$ cat config.mk
export PLATFORM = sky130hd
export DESIGN_NAME = pixel_format_converter_unit
export DESIGN_NICKNAME = d
export VERILOG_FILES = /design/src/rtl/core/pfc_pkg.sv /design/src/rtl/core/pfc_unpack.sv /design/src/rtl/core/pfc_luma.sv /design/src/rtl/core/pfc_pack.sv /design/src/rtl/core/pixel_format_converter_unit.sv
export SDC_FILE = /design/constraint.sdc
export NUM_CORES = 1
export LEC_CHECK = 0
export BUFFER_PORTS_ARGS = -buffer_cell sky130_fd_sc_hd__buf_2
export CORE_MARGIN = 4
export CORE_UTILIZATION = 40
export CTS_CLUSTER_DIAMETER = 120
export DETAILED_ROUTE_END_ITERATION = 12
export PLACE_DENSITY = 0.59
export SYNTH_ARGS = -nofsm -noshare
export SYNTH_HDL_FRONTEND = slang
export SYNTH_HIERARCHICAL = 1
export SYNTH_SLANG_ARGS = --single-unit
$ cat constraint.sdc
create_clock -name clk -period 4.6 [get_ports clk]
set_clock_uncertainty 0.2 [all_clocks]
set_input_delay 0.69 -clock clk [delete_from_list [all_inputs] [get_ports clk]]
set_output_delay 0.69 -clock clk [all_outputs]
set_load 0.01 [all_outputs]
$ cat src/rtl/core/pfc_pkg.sv
// Pixel format converter package: format codes, beat payload types and
// stage-to-stage structs. No dependencies.
package pfc_pkg;

	typedef enum logic [2:0] {
		FMT_RGB24    = 3'd0,
		FMT_ARGB8888 = 3'd1,
		FMT_RGB565   = 3'd2,
		FMT_RGBA1555 = 3'd3,
		FMT_RGBA4444 = 3'd4,
		FMT_GRAY8    = 3'd5
	} fmt_t;

	localparam logic [0:0] REG_SOURCE_FORMAT = 1'b0;
	localparam logic [0:0] REG_TARGET_FORMAT = 1'b1;
	localparam int unsigned CFG_INDEX_W = 8;
	localparam int unsigned CFG_DATA_W  = 8;

	localparam logic [15:0] LUMA_WR = 16'd19595;
	localparam logic [15:0] LUMA_WG = 16'd38470;
	localparam logic [15:0] LUMA_WB = 16'd7471;

	typedef struct packed {
		logic [31:0] pixel_in;
		logic        last_in;
	} pixel_in_t;

	typedef struct packed {
		logic [31:0] pixel_out;
		logic        last_out;
		logic        pair_unsupported;
	} pixel_out_t;

	typedef struct packed {
		logic [7:0] a;
		logic [7:0] r;
		logic [7:0] g;
		logic [7:0] b;
		fmt_t       target;
		logic       bad;
		logic       last;
	} chan_t;

	typedef struct packed {
		chan_t       chan;
		logic [23:0] pr;
		logic [23:0] pg;
		logic [23:0] pb;
	} prod_t;

endpackage

$ cat src/rtl/core/pfc_unpack.sv
// Stage 1: unpacks the source pixel into 8-bit A/R/G/B channels and checks the
// format pair. Depends on pfc_pkg.
module pfc_unpack
	import pfc_pkg::*;
(
	input  logic      clk,
	input  logic      en,
	input  pixel_in_t in_data,
	input  fmt_t      source_format,
	input  fmt_t      target_format,
	output chan_t     chan_s1
);

	chan_t       c;
	logic [31:0] p;
	logic [15:0] h;
	logic        src_ok;
	logic        tgt_ok;

	assign p = in_data.pixel_in;
	assign h = p[15:0];

	always_comb begin
		c = '0;
		c.a = 8'hFF;
		case (source_format)
			FMT_RGB24: begin
				c.r = p[7:0];
				c.g = p[15:8];
				c.b = p[23:16];
			end
			FMT_ARGB8888: begin
				c.a = p[7:0];
				c.r = p[15:8];
				c.g = p[23:16];
				c.b = p[31:24];
			end
			FMT_RGB565: begin
				c.r = {h[15:11], 3'b000};
				c.g = {h[10:5], 2'b00};
				c.b = {h[4:0], 3'b000};
			end
			FMT_RGBA1555: begin
				c.a = {8{h[15]}};
				c.r = {h[14:10], 3'b000};
				c.g = {h[9:5], 3'b000};
				c.b = {h[4:0], 3'b000};
			end
			FMT_RGBA4444: begin
				c.r = {h[15:12], 4'b0000};
				c.g = {h[11:8], 4'b0000};
				c.b = {h[7:4], 4'b0000};
				c.a = {h[3:0], 4'b0000};
			end
			FMT_GRAY8: begin
				c.r = p[7:0];
				c.g = p[7:0];
				c.b = p[7:0];
			end
			default: begin
				c.a = 8'h00;
			end
		endcase
		src_ok = (source_format == FMT_RGB24) || (source_format == FMT_RGB565)
			|| (source_format == FMT_RGBA1555) || (source_format == FMT_RGBA4444)
			|| (source_format == FMT_GRAY8);
		tgt_ok = (target_format == FMT_RGB24) || (target_format == FMT_RGB565)
			|| (target_format == FMT_RGBA1555) || (target_format == FMT_RGBA4444)
			|| (target_format == FMT_GRAY8);
		c.bad = !(((target_format == FMT_ARGB8888) && src_ok)
			|| ((source_format == FMT_ARGB8888) && tgt_ok)
			|| ((target_format == FMT_GRAY8)
				&& ((source_format == FMT_RGB24) || (source_format == FMT_RGB565))));
		c.target = target_format;
		c.last = in_data.last_in;
	end

	always_ff @(posedge clk) begin
		if (en) begin
			chan_s1 <= c;
		end
	end

endmodule

$ cat src/rtl/core/pfc_luma.sv
// Stage 2: weighted luma products of the R, G and B channels.
// Depends on pfc_pkg.
module pfc_luma
	import pfc_pkg::*;
(
	input  logic  clk,
	input  logic  en,
	input  chan_t chan_s1,
	output prod_t prod_s2
);

	always_ff @(posedge clk) begin
		if (en) begin
			prod_s2.chan <= chan_s1;
			prod_s2.pr   <= 24'(LUMA_WR) * 24'(chan_s1.r);
			prod_s2.pg   <= 24'(LUMA_WG) * 24'(chan_s1.g);
			prod_s2.pb   <= 24'(LUMA_WB) * 24'(chan_s1.b);
		end
	end

endmodule

$ cat src/rtl/core/pfc_pack.sv
// Stage 3: sums luma products and packs channels into the target format.
// Depends on pfc_pkg.
module pfc_pack
	import pfc_pkg::*;
(
	input  logic       clk,
	input  logic       en,
	input  prod_t      prod_s2,
	output pixel_out_t data_s3
);

	chan_t       c;
	logic [23:0] sum;
	logic [7:0]  y;
	logic [31:0] res;

	assign c   = prod_s2.chan;
	assign sum = prod_s2.pr + prod_s2.pg + prod_s2.pb;
	assign y   = sum[23:16];

	always_comb begin
		case (c.target)
			FMT_RGB24:    res = {8'h00, c.b, c.g, c.r};
			FMT_ARGB8888: res = {c.b, c.g, c.r, c.a};
			FMT_RGB565:   res = {16'h0000, c.r[7:3], c.g[7:2], c.b[7:3]};
			FMT_RGBA1555: res = {16'h0000, c.a[7], c.r[7:3], c.g[7:3], c.b[7:3]};
			FMT_RGBA4444: res = {16'h0000, c.r[7:4], c.g[7:4], c.b[7:4], c.a[7:4]};
			FMT_GRAY8:    res = {24'h000000, y};
			default:      res = '0;
		endcase
		if (c.bad) begin
			res = '0;
		end
	end

	always_ff @(posedge clk) begin
		if (en) begin
			data_s3.pixel_out        <= res;
			data_s3.last_out         <= c.last;
			data_s3.pair_unsupported <= c.bad;
		end
	end

endmodule

$ cat src/rtl/core/pixel_format_converter_unit.sv
// Pixel format converter top level: config registers, stage valids and stall.
// Beats pass unpack, luma and pack stages; one beat per cycle unless stalled.
// Each stage advances when it is empty or the stage after it advances, so a
// held output still lets earlier stages fill. Depends on pfc_pkg and stages.
// Reset clears all stage valids; source_format to RGB24, target to ARGB8888.
module pixel_format_converter_unit
	import pfc_pkg::*;
(
	input  logic                   clk,
	input  logic                   arst_n,
	input  logic                   in_valid,
	output logic                   in_stall,
	input  pixel_in_t              in_data,
	output logic                   out_valid,
	input  logic                   out_stall,
	output pixel_out_t             out_data,
	input  logic                   cfg_valid,
	output logic                   cfg_ready,
	input  logic [CFG_INDEX_W-1:0] cfg_index,
	input  logic [CFG_DATA_W-1:0]  cfg_data
);

	fmt_t       source_format_q;
	fmt_t       target_format_q;
	logic       valid_s1, valid_s2, valid_s3;
	logic       en_s1, en_s2, en_s3;
	chan_t      chan_s1;
	prod_t      prod_s2;
	pixel_out_t data_s3;

	assign cfg_ready = 1'b1;

	always_ff @(posedge clk or negedge arst_n) begin
		if (!arst_n) begin
			source_format_q <= FMT_RGB24;
			target_format_q <= FMT_ARGB8888;
		end else if (cfg_valid && cfg_ready
			&& (cfg_index[CFG_INDEX_W-1:1] == '0)) begin
			if (cfg_index[0] == REG_SOURCE_FORMAT) begin
				source_format_q <= fmt_t'(cfg_data[2:0]);
			end else begin
				target_format_q <= fmt_t'(cfg_data[2:0]);
			end
		end
	end

	assign en_s3    = !valid_s3 || !out_stall;
	assign en_s2    = !valid_s2 || en_s3;
	assign en_s1    = !valid_s1 || en_s2;
	assign in_stall = !en_s1;

	always_ff @(posedge clk or negedge arst_n) begin
		if (!arst_n) begin
			valid_s1 <= 1'b0;
			valid_s2 <= 1'b0;
			valid_s3 <= 1'b0;
		end else begin
			if (en_s1) valid_s1 <= in_valid;
			if (en_s2) valid_s2 <= valid_s1;
			if (en_s3) valid_s3 <= valid_s2;
		end
	end

	pfc_unpack u_unpack (
		.clk           (clk),
		.en            (en_s1 && in_valid),
		.in_data       (in_data),
		.source_format (source_format_q),
		.target_format (target_format_q),
		.chan_s1       (chan_s1)
	);

	pfc_luma u_luma (
		.clk     (clk),
		.en      (en_s2 && valid_s1),
		.chan_s1 (chan_s1),
		.prod_s2 (prod_s2)
	);

	pfc_pack u_pack (
		.clk     (clk),
		.en      (en_s3 && valid_s2),
		.prod_s2 (prod_s2),
		.data_s3 (data_s3)
	);

	assign out_valid = valid_s3;
	assign out_data  = data_s3;

	a_bad_is_zero: assert property (@(posedge clk) disable iff (!arst_n)
		out_valid && out_data.pair_unsupported |-> out_data.pixel_out == '0)
		else $error("unsupported pair beat carries nonzero pixel");

	a_stall_only_full: assert property (@(posedge clk) disable iff (!arst_n)
		in_stall |-> valid_s1 && valid_s2 && valid_s3 && out_stall)
		else $error("input stalled while pipeline has room");

	a_accept_fills_s1: assert property (@(posedge clk) disable iff (!arst_n)
		in_valid && !in_stall |=> valid_s1)
		else $error("accepted beat lost at stage 1");

	a_held_result: assert property (@(posedge clk) disable iff (!arst_n)
		valid_s3 && out_stall |=> valid_s3 && $stable(data_s3))
		else $error("held result changed");

endmodule

==> summary.txt, run 1 <==
Outcome
  – Status: finished, final reports clean

CTS
  – CTS H-tree depth: 4
  – Setup bufs post-CTS: 0
  – Clock tree buffer depth: 2
  – Clk sink count: 181
  – Skew-Pair Late Insertion Delay: 0.44 ns
  – CTS buffer count: 17
  – CTS tree: yes
  – CTS root buf: clkbuf_16
  – Clk slew on worst S/H paths: 0.08 ns

Power and ir drop
  – Comb pwr share: 0.561
  – Sequential share of power: 0.278
  – Power Internal: 5.377 mW
  – Sw Share: 0.4296
  – Leakage power: 7.155 nW
  – Power Dens Cells: 580.8 nW/um2
  – Peak VDD IR: 0.3913 mV
  – Net Sw Power: 4.050 mW
  – Clock share of power: 0.161

Floorplanning
  – Core region area: 35830 um2
  – Number of I/O pins: 91
  – Die Ht: 199.1 um
  – Die Wd: 199.1 um
  – Starting Density: 0.4079
  – Rows: 69
  – Die area: 39660 um2

Worst setup path
  – Crit path required time: 4.59 ns
  – WP data arrival: 4.42 ns
  – Crit Path Class: flip-flop to flip-flop
  – Worst Path Buf+Inv: 3
  – Crit-path cells: fa_2, fa_1, fa_1, inv_1, fa_1, inv_1, ha_4, o21a_1, o31a_1, nor3_1, buf_4, o211ai_1, a31oi_1, xnor2_1
  – Startpoint Class: flip-flop
  – CP endpoint kind: flip-flop
  – Most used cell, CP: fa_1
  – Slowest stage delay, CP: 0.62 ns
  – Critical-path maximum fanout: 4
  – Slowest-stage cell, CP: fa_2
  – CP delay by family, top: adder cells

Global route
  – Vias in the first global route: 9694
  – Largest net degree at the start of global routing: 102
  – First-pass GRT wire length: 53720 um
  – Grt ovf: 0
  – Gr usage total: 0.1747
  – Initial antenna violation count: 0

Placed design
  – Routability cong.: 0.8721
  – DP HPWL: 27800 um
  – Cell Count Post-Placement: 1817
  – Dpl ws: 0.05832 ns
  – # port buffers: 84

STA
  – Final setup viols: 0
  – Min Tclk post-route: 4.428 ns
  – Final hold violation count: 0
  – Measured slew at the worst slew-check pin: 1.068 ns
  – Slew Limit Fails: 0
  – RSZ-0062 raised after global routing: no
  – Fmax achieved: 0.2258 GHz
  – TNS Setup: 0 ns
  – Final worst-path setup slack: 0.1720 ns
  – Final worst path period share: 0.9626
  – Rel. slew slack: 0.2860

Layout
  – Commonest non-fill, non-tap cell in the layout: ha_1
  – Synth-to-Final Area Change: 11.07%
  – Antenna diode count: 0
  – Layout Utilization: 0.4530
  – Fillers: 3304
  – Most frequent cells in the layout: ha_1 (198), edfxtp_1 (172), inv_1 (132)
  – Layout Cells excl Fill: 1850
  – # nets final: 1714
  – Share of cells above drive strength 1: 0.1389

Route
  – Final wirelength: 34400 um
  – Avg Vias per Cell: 5.412
  – Iter 0 DRT Violations: 652
  – Final ANT Viol Nets: 0
  – DR WL/cell: 18.59 um
  – Routed vias: 10012
  – Max Used Layer: met4
  – 1st-pass router iterations: 5
  – Met1 Wirelength: 15860 um
  – Metal3 WL: 1550 um
  – Drt drc: 0
  – Met2 Wirelength: 16030 um

Yosys
  – Avg Synthesized Cell Area: 11.35 um2
  – #FFs+latches synth: 181
  – Dominant cells by area after synthesis: edfxtp_1 (35%), ha_1 (17%), fa_1 (12%)
  – Post-synth EDFFs: 172
  – Cells after synthesis: 1288
  – Post-synthesis sequential area ratio: 0.3689
  – Cell taking the most area after synthesis: edfxtp_1
  – Async SR Flop Fraction: 0.04972
  – Top-area cell type share of the netlist area: 0.3534
  – Synth Cell Area: 14610 um2
  – Synthesis Warnings: 6
  – Top FF cell, synth: edfxtp_1
  – Count of cell types in the netlist: 88

Min path
  – Hold Path Class: flip-flop to flip-flop

Run
  – Max-Cap Viols: 0
[per-stage QoR]
stage / instance area [um2] / hold WS (ns) / power (mW)
after floorplan: 14630 / 0.1944 / 6.548
after global placement: 15560 / 0.2044 / 7.757
after detailed placement: 15560 / 0.2117 / 7.849
after CTS: 16180 / 0.2271 / 9.418
after global routing: 16230 / 0.2317 / 10.24
final: 16230 / 0.2243 / 9.428
[sequential cells by signal (all words and copies together) (netlist names)]
signal,flops
valid_s1,1
u_pack/data_s3,34
source_format_q,3
valid_s2,1
out_valid,1
u_luma/prod_s2,101
u_unpack/chan_s1,37
target_format_q,3
[Yosys cell counts, types with 5 or more instances]
cell      number
xor2_1        20
o211ai_1       5
and3_1        19
mux2_2         6
nor2b_1       10
nand2b_1      16
a31oi_1       22
mux4_2         5
a211oi_1      10
ha_1         200
mux2i_1       35
clkbuf_1      11
nor2_1        73
fa_1          84
a21oi_1       76
dfrtp_1        8
nand2_1       54
buf_2         14
a22oi_1        6
nor3_1        12
and2_1        10
inv_1        132
o21ai_0       56
a21o_1        29
nand4_1       10
xnor2_1       31
o22ai_1        8
o21a_1         7
nand3_1       31
edfxtp_1     172
o21bai_1       5
buf_4         11
[worst paths after layout]
kind	slack (ns)	to	cells after the start	start
max in group asynchronous	3.52	target_format_q[0]$_DFFE_PN1P_	2	arst_n
max	0.17	u_luma/prod_s2[19]$_DFFE_PP_	14	u_unpack/chan_s1[11]$_DFFE_PP_
min	0.22	u_luma/prod_s2[104]$_DFFE_PP_	0	u_unpack/chan_s1[32]$_DFFE_PP_
max reg2reg	0.17	u_luma/prod_s2[19]$_DFFE_PP_	14	u_unpack/chan_s1[11]$_DFFE_PP_
min in group asynchronous	0.43	source_format_q[1]$_DFFE_PN0P_	2	arst_n
min reg2reg	0.22	u_luma/prod_s2[104]$_DFFE_PP_	0	u_unpack/chan_s1[32]$_DFFE_PP_
[layout make-up]
cell class / count / area (um2) / share of cell area
repair buffers: 109 / 626.9 / 0.03862
clock inverters: 14 / 185.2 / 0.01141
multi-input cells: 935 / 8526 / 0.5252
flip-flops and latches: 181 / 5393 / 0.3322
clock buffers: 18 / 429.2 / 0.02644
well taps: 461 / 576.8 / 0.03554
inverters: 132 / 495.5 / 0.03052
[repair_timing]
item,in CTS,in global routing
resized for setup,0,9
endpoints found under the hold margin,8,0
setup endpoints to repair,0,9
hold buffers,1,0
[metal layers]
layer / global-route usage / vias up
met1: 0.2490 / 4889
met4: 0.05243 / 0
li1: - / 4849
met5: 0 / -
met3: 0.02495 / 39
met2: 0.2786 / 235
[power groups by stage]
stage          registers, mW  clock network (mW)  logic, mW
3_5_place_dp            2.66                   0       5.19
5_1_grt                 2.66                1.63       5.96
3_3_place_gp            2.66                   0       5.10
2_1_floorplan           2.55                   0       4.00
4_1_cts                 2.63                1.56       5.23
6_report                2.62                1.52       5.29
[cell families after synthesis]
logic type / count (synthesis) / synth area share
multiplexers: 50 / 0.04118
XOR/XNOR: 51 / 0.03057
AO/OA/AOI/OAI: 284 / 0.1301
flip-flops: 181 / 0.3689
other: 2 / 0.0005139
AND/OR/NAND/NOR: 260 / 0.08964
buffers and inverters: 176 / 0.05283
adder cells (fa/ha/maj): 284 / 0.2863
Note: power is estimated with default switching activity, not from simulation.
==> inputs of run 2 (changes only) <==
- CELL_PAD_IN_SITES_DETAIL_PLACEMENT: default -> 1
- CELL_PAD_IN_SITES_GLOBAL_PLACEMENT: default -> 1
- PLACE_DENSITY: 0.59 -> 0.73
- clock period: 4.6 -> 4 ns (I/O delays scaled with it)
==> summary.txt, run 2 (same netlist as run 1, synthesis figures left out) <==
STA
  – Final worst-path setup slack: -0.2542 ns (-0.4262 ns)
  – TNS Setup: -2.075 ns (-2.075 ns)
  – Slew Limit Fails: 0 (unchanged)
  – Final worst path period share: 1.064 (+0.1009)
  – RSZ-0062 raised after global routing: yes
  – Min Tclk post-route: 4.254 ns (-0.1738 ns)
  – Final hold violation count: 0 (unchanged)
  – Final setup viols: 13 (+13)
  – Measured slew at the worst slew-check pin: 1.227 ns (+0.1584 ns)
  – Fmax achieved: 0.2351 GHz (+4.1%)
  – Rel. slew slack: 0.1822 (-0.1038)
  – Hold Slack: 0.1291 ns (-0.09519 ns)

Outcome
  – Failing checks: negative setup slack
  – Status: finished, violations left

Worst setup path
  – WP data arrival: 4.26 ns (-0.16 ns)
  – Crit path required time: 4.00 ns (-0.59 ns)
  – Crit Path Class: flip-flop to flip-flop
  – Most used cell, CP: fa_1
  – R2R Setup Slk: -0.25 ns (-0.43 ns)
  – Slowest-stage cell, CP: fa_2
  – Crit-path cells: fa_2, fa_1, fa_1, inv_1, fa_1, inv_2, ha_4, o21a_1, o31a_1, o21ai_1, a21oi_2, a31oi_1, xnor2_1
  – R2R depth: 13 (-1)
  – CP endpoint kind: flip-flop
  – Startpoint Class: flip-flop
  – Slowest stage delay, CP: 0.64 ns (+0.02 ns)
  – Critical-path maximum fanout: 3 (-1)

CTS
  – CTS tree: yes
  – Clock tree buffer depth: 2 (unchanged)
  – Skew-Pair Late Insertion Delay: 0.45 ns (about the same)
  – CTS buffer count: 17 (unchanged)
  – Clk sink count: 181 (unchanged)
  – CTS root buf: clkbuf_16
  – Clk slew on worst S/H paths: 0.08 ns (about the same)
  – CTS H-tree depth: 4 (unchanged)

Placed design
  – Dpl ws: -0.3249 ns (-0.3832 ns)
  – DP Area: 16250 um2 (+4.4%)
  – # port buffers: 84 (unchanged)
  – Cell Count Post-Placement: 1898 (+4.5%)
  – DP HPWL: 33340 um (+20%)
  – Routability cong.: 0.8965 (+2.8%)

Route
  – DR WL/cell: 22.39 um (+20%)
  – Avg Vias per Cell: 5.599 (+3.5%)
  – Final wirelength: 43930 um (+28%)
  – 1st-pass router iterations: 6 (+1)
  – Iter 0 DRT Violations: 746 (+14%)
  – Drt drc: 0 (unchanged)
  – Routed vias: 10985 (+9.7%)
  – Final ANT Viol Nets: 0 (unchanged)

Power and ir drop
  – Peak VDD IR: 0.3998 mV (+2.2%)
  – Sw Share: 0.4391 (+0.009506)
  – Final Total Pwr: 12.77 mW (+35%)
  – Net Sw Power: 5.608 mW (+38%)
  – Leakage power: 7.734 nW (+8.1%)
  – Power Dens Cells: 714.2 nW/um2 (+23%)
  – Clock share of power: 0.138 (-0.023)
  – Comb pwr share: 0.625 (+0.064)
  – Sequential share of power: 0.237 (-0.041)
  – Power Internal: 7.162 mW (+33%)

Floorplanning
  – Core region area: 35830 um2 (unchanged)
  – Number of I/O pins: 91 (unchanged)
  – Starting Density: 0.4079 (unchanged)
  – Rows: 69 (unchanged)
  – Die Ht: 199.1 um (unchanged)
  – Die Wd: 199.1 um (unchanged)
  – Die area: 39660 um2 (unchanged)

Layout
  – Layout Cells excl Fill: 1962 (+6.1%)
  – # nets final: 1826 (+6.5%)
  – Top flop regs: u_luma/prod_s2: 101 flops, u_unpack/chan_s1: 37 flops, u_pack/data_s3: 34 flops
  – Largest Register: u_luma/prod_s2
  – FF+latch area: 5393 um2 (unchanged)
  – Synth-to-Final Area Change: 22.35%
  – Most frequent cells in the layout: edfxtp_1 (172), ha_1 (155), buf_4 (129)
  – Share of cells above drive strength 1: 0.2718 (+0.1329)
  – Final instance area: 17880 um2 (+10%)
  – Commonest non-fill, non-tap cell in the layout: edfxtp_1
  – Multi-input gate area: 9319 um2 (+9.3%)
  – Fillers: 3781 (+14%)
  – Number of flip-flops in the largest register: 101 (unchanged)
  – Layout Utilization: 0.4991 (+0.04603)
  – Antenna diode count: 0 (unchanged)

Global route
  – Initial antenna violation count: 0 (unchanged)
  – Gr usage total: 0.2185 (+0.04382)
  – Grt ovf: 0 (unchanged)
  – Vias in the first global route: 11815 (+22%)
  – Largest net degree at the start of global routing: 57 (-44%)
  – First-pass GRT wire length: 67010 um (+25%)

Min path
  – Hold Path Class: input pin to flip-flop
  – Worst Hold Depth: 1 (+1)

Run
  – Max-Cap Viols: 0 (unchanged)
run 2: cell count changes in the layout (fill, tap and decap cells not counted), sizes merged:
cell	previous run	this run
bufinv	2	1
clkbuf	18	17
buf	108	220
clkinvlp	2	1
inv	139	140
clkinv	3	5
run 2: path summary, 6_finish.rpt:
path,from,endpoint
worst max-delay path,u_unpack/chan_s1[12]$_DFFE_PP_,u_luma/prod_s2[13]$_DFFE_PP_
worst min-delay path,in_data[0],u_unpack/chan_s1[0]$_DFFE_PP_
worst max register to register,u_unpack/chan_s1[12]$_DFFE_PP_,u_luma/prod_s2[13]$_DFFE_PP_
worst min register to register,u_unpack/chan_s1[34]$_DFFE_PP_,u_luma/prod_s2[106]$_DFFE_PP_
max in group asynchronous,arst_n,target_format_q[0]$_DFFE_PN1P_
min in group asynchronous,arst_n,out_valid$_DFFE_PN0P_
run 2: per-layer routing:
metal | up-vias | GRT usage | part of all wire
li1 | 5074 | - | -
met1 | 5552 | 0.2848 | 0.43
met2 | 295 | 0.3731 | 0.50
met3 | 64 | 0.03473 | 0.044
met4 | 0 | 0.07295 | 0.029
met5 | - | 0 | 0
run 2: power groups by stage:
stage	logic [mW]	registers, mW	clock network (mW)
global route	8.74	3.07	1.86
finish	7.99	3.03	1.76
floorplan	4.73	2.93	0
detailed placement	6.82	3.07	0
global placement	6.52	3.05	0
CTS	7.21	3.03	1.79
run 2: what timing repair did:
action | CTS | global route
hold endpoints to repair | 8 | 0
resized for setup | 40 | 95
pin swaps | 22 | 45
hold buffers | 1 | 0
setup buffers | 12 | 20
setup endpoints to repair | 28 | 31
run 2: layout make-up:
cell class                      instances  area share
Inverter                              132     0.02785
Timing Repair Buffer                  221     0.08313
Clock buffer                           17     0.02379
Multi-Input combinational cell        935      0.5212
Tap cell                              461     0.03226
Clock inverter                         15     0.01022
Sequential cell                       181      0.3016
run 2: critical path: cells and delay by family, from the launching register on:
family,cells,cell delay [ns]
flip-flops,1,0.44
adder cells (fa/ha/maj),5,2.33
AO/OA/AOI/OAI,5,0.79
XOR/XNOR,1,0.14
buffers and inverters,2,0.10
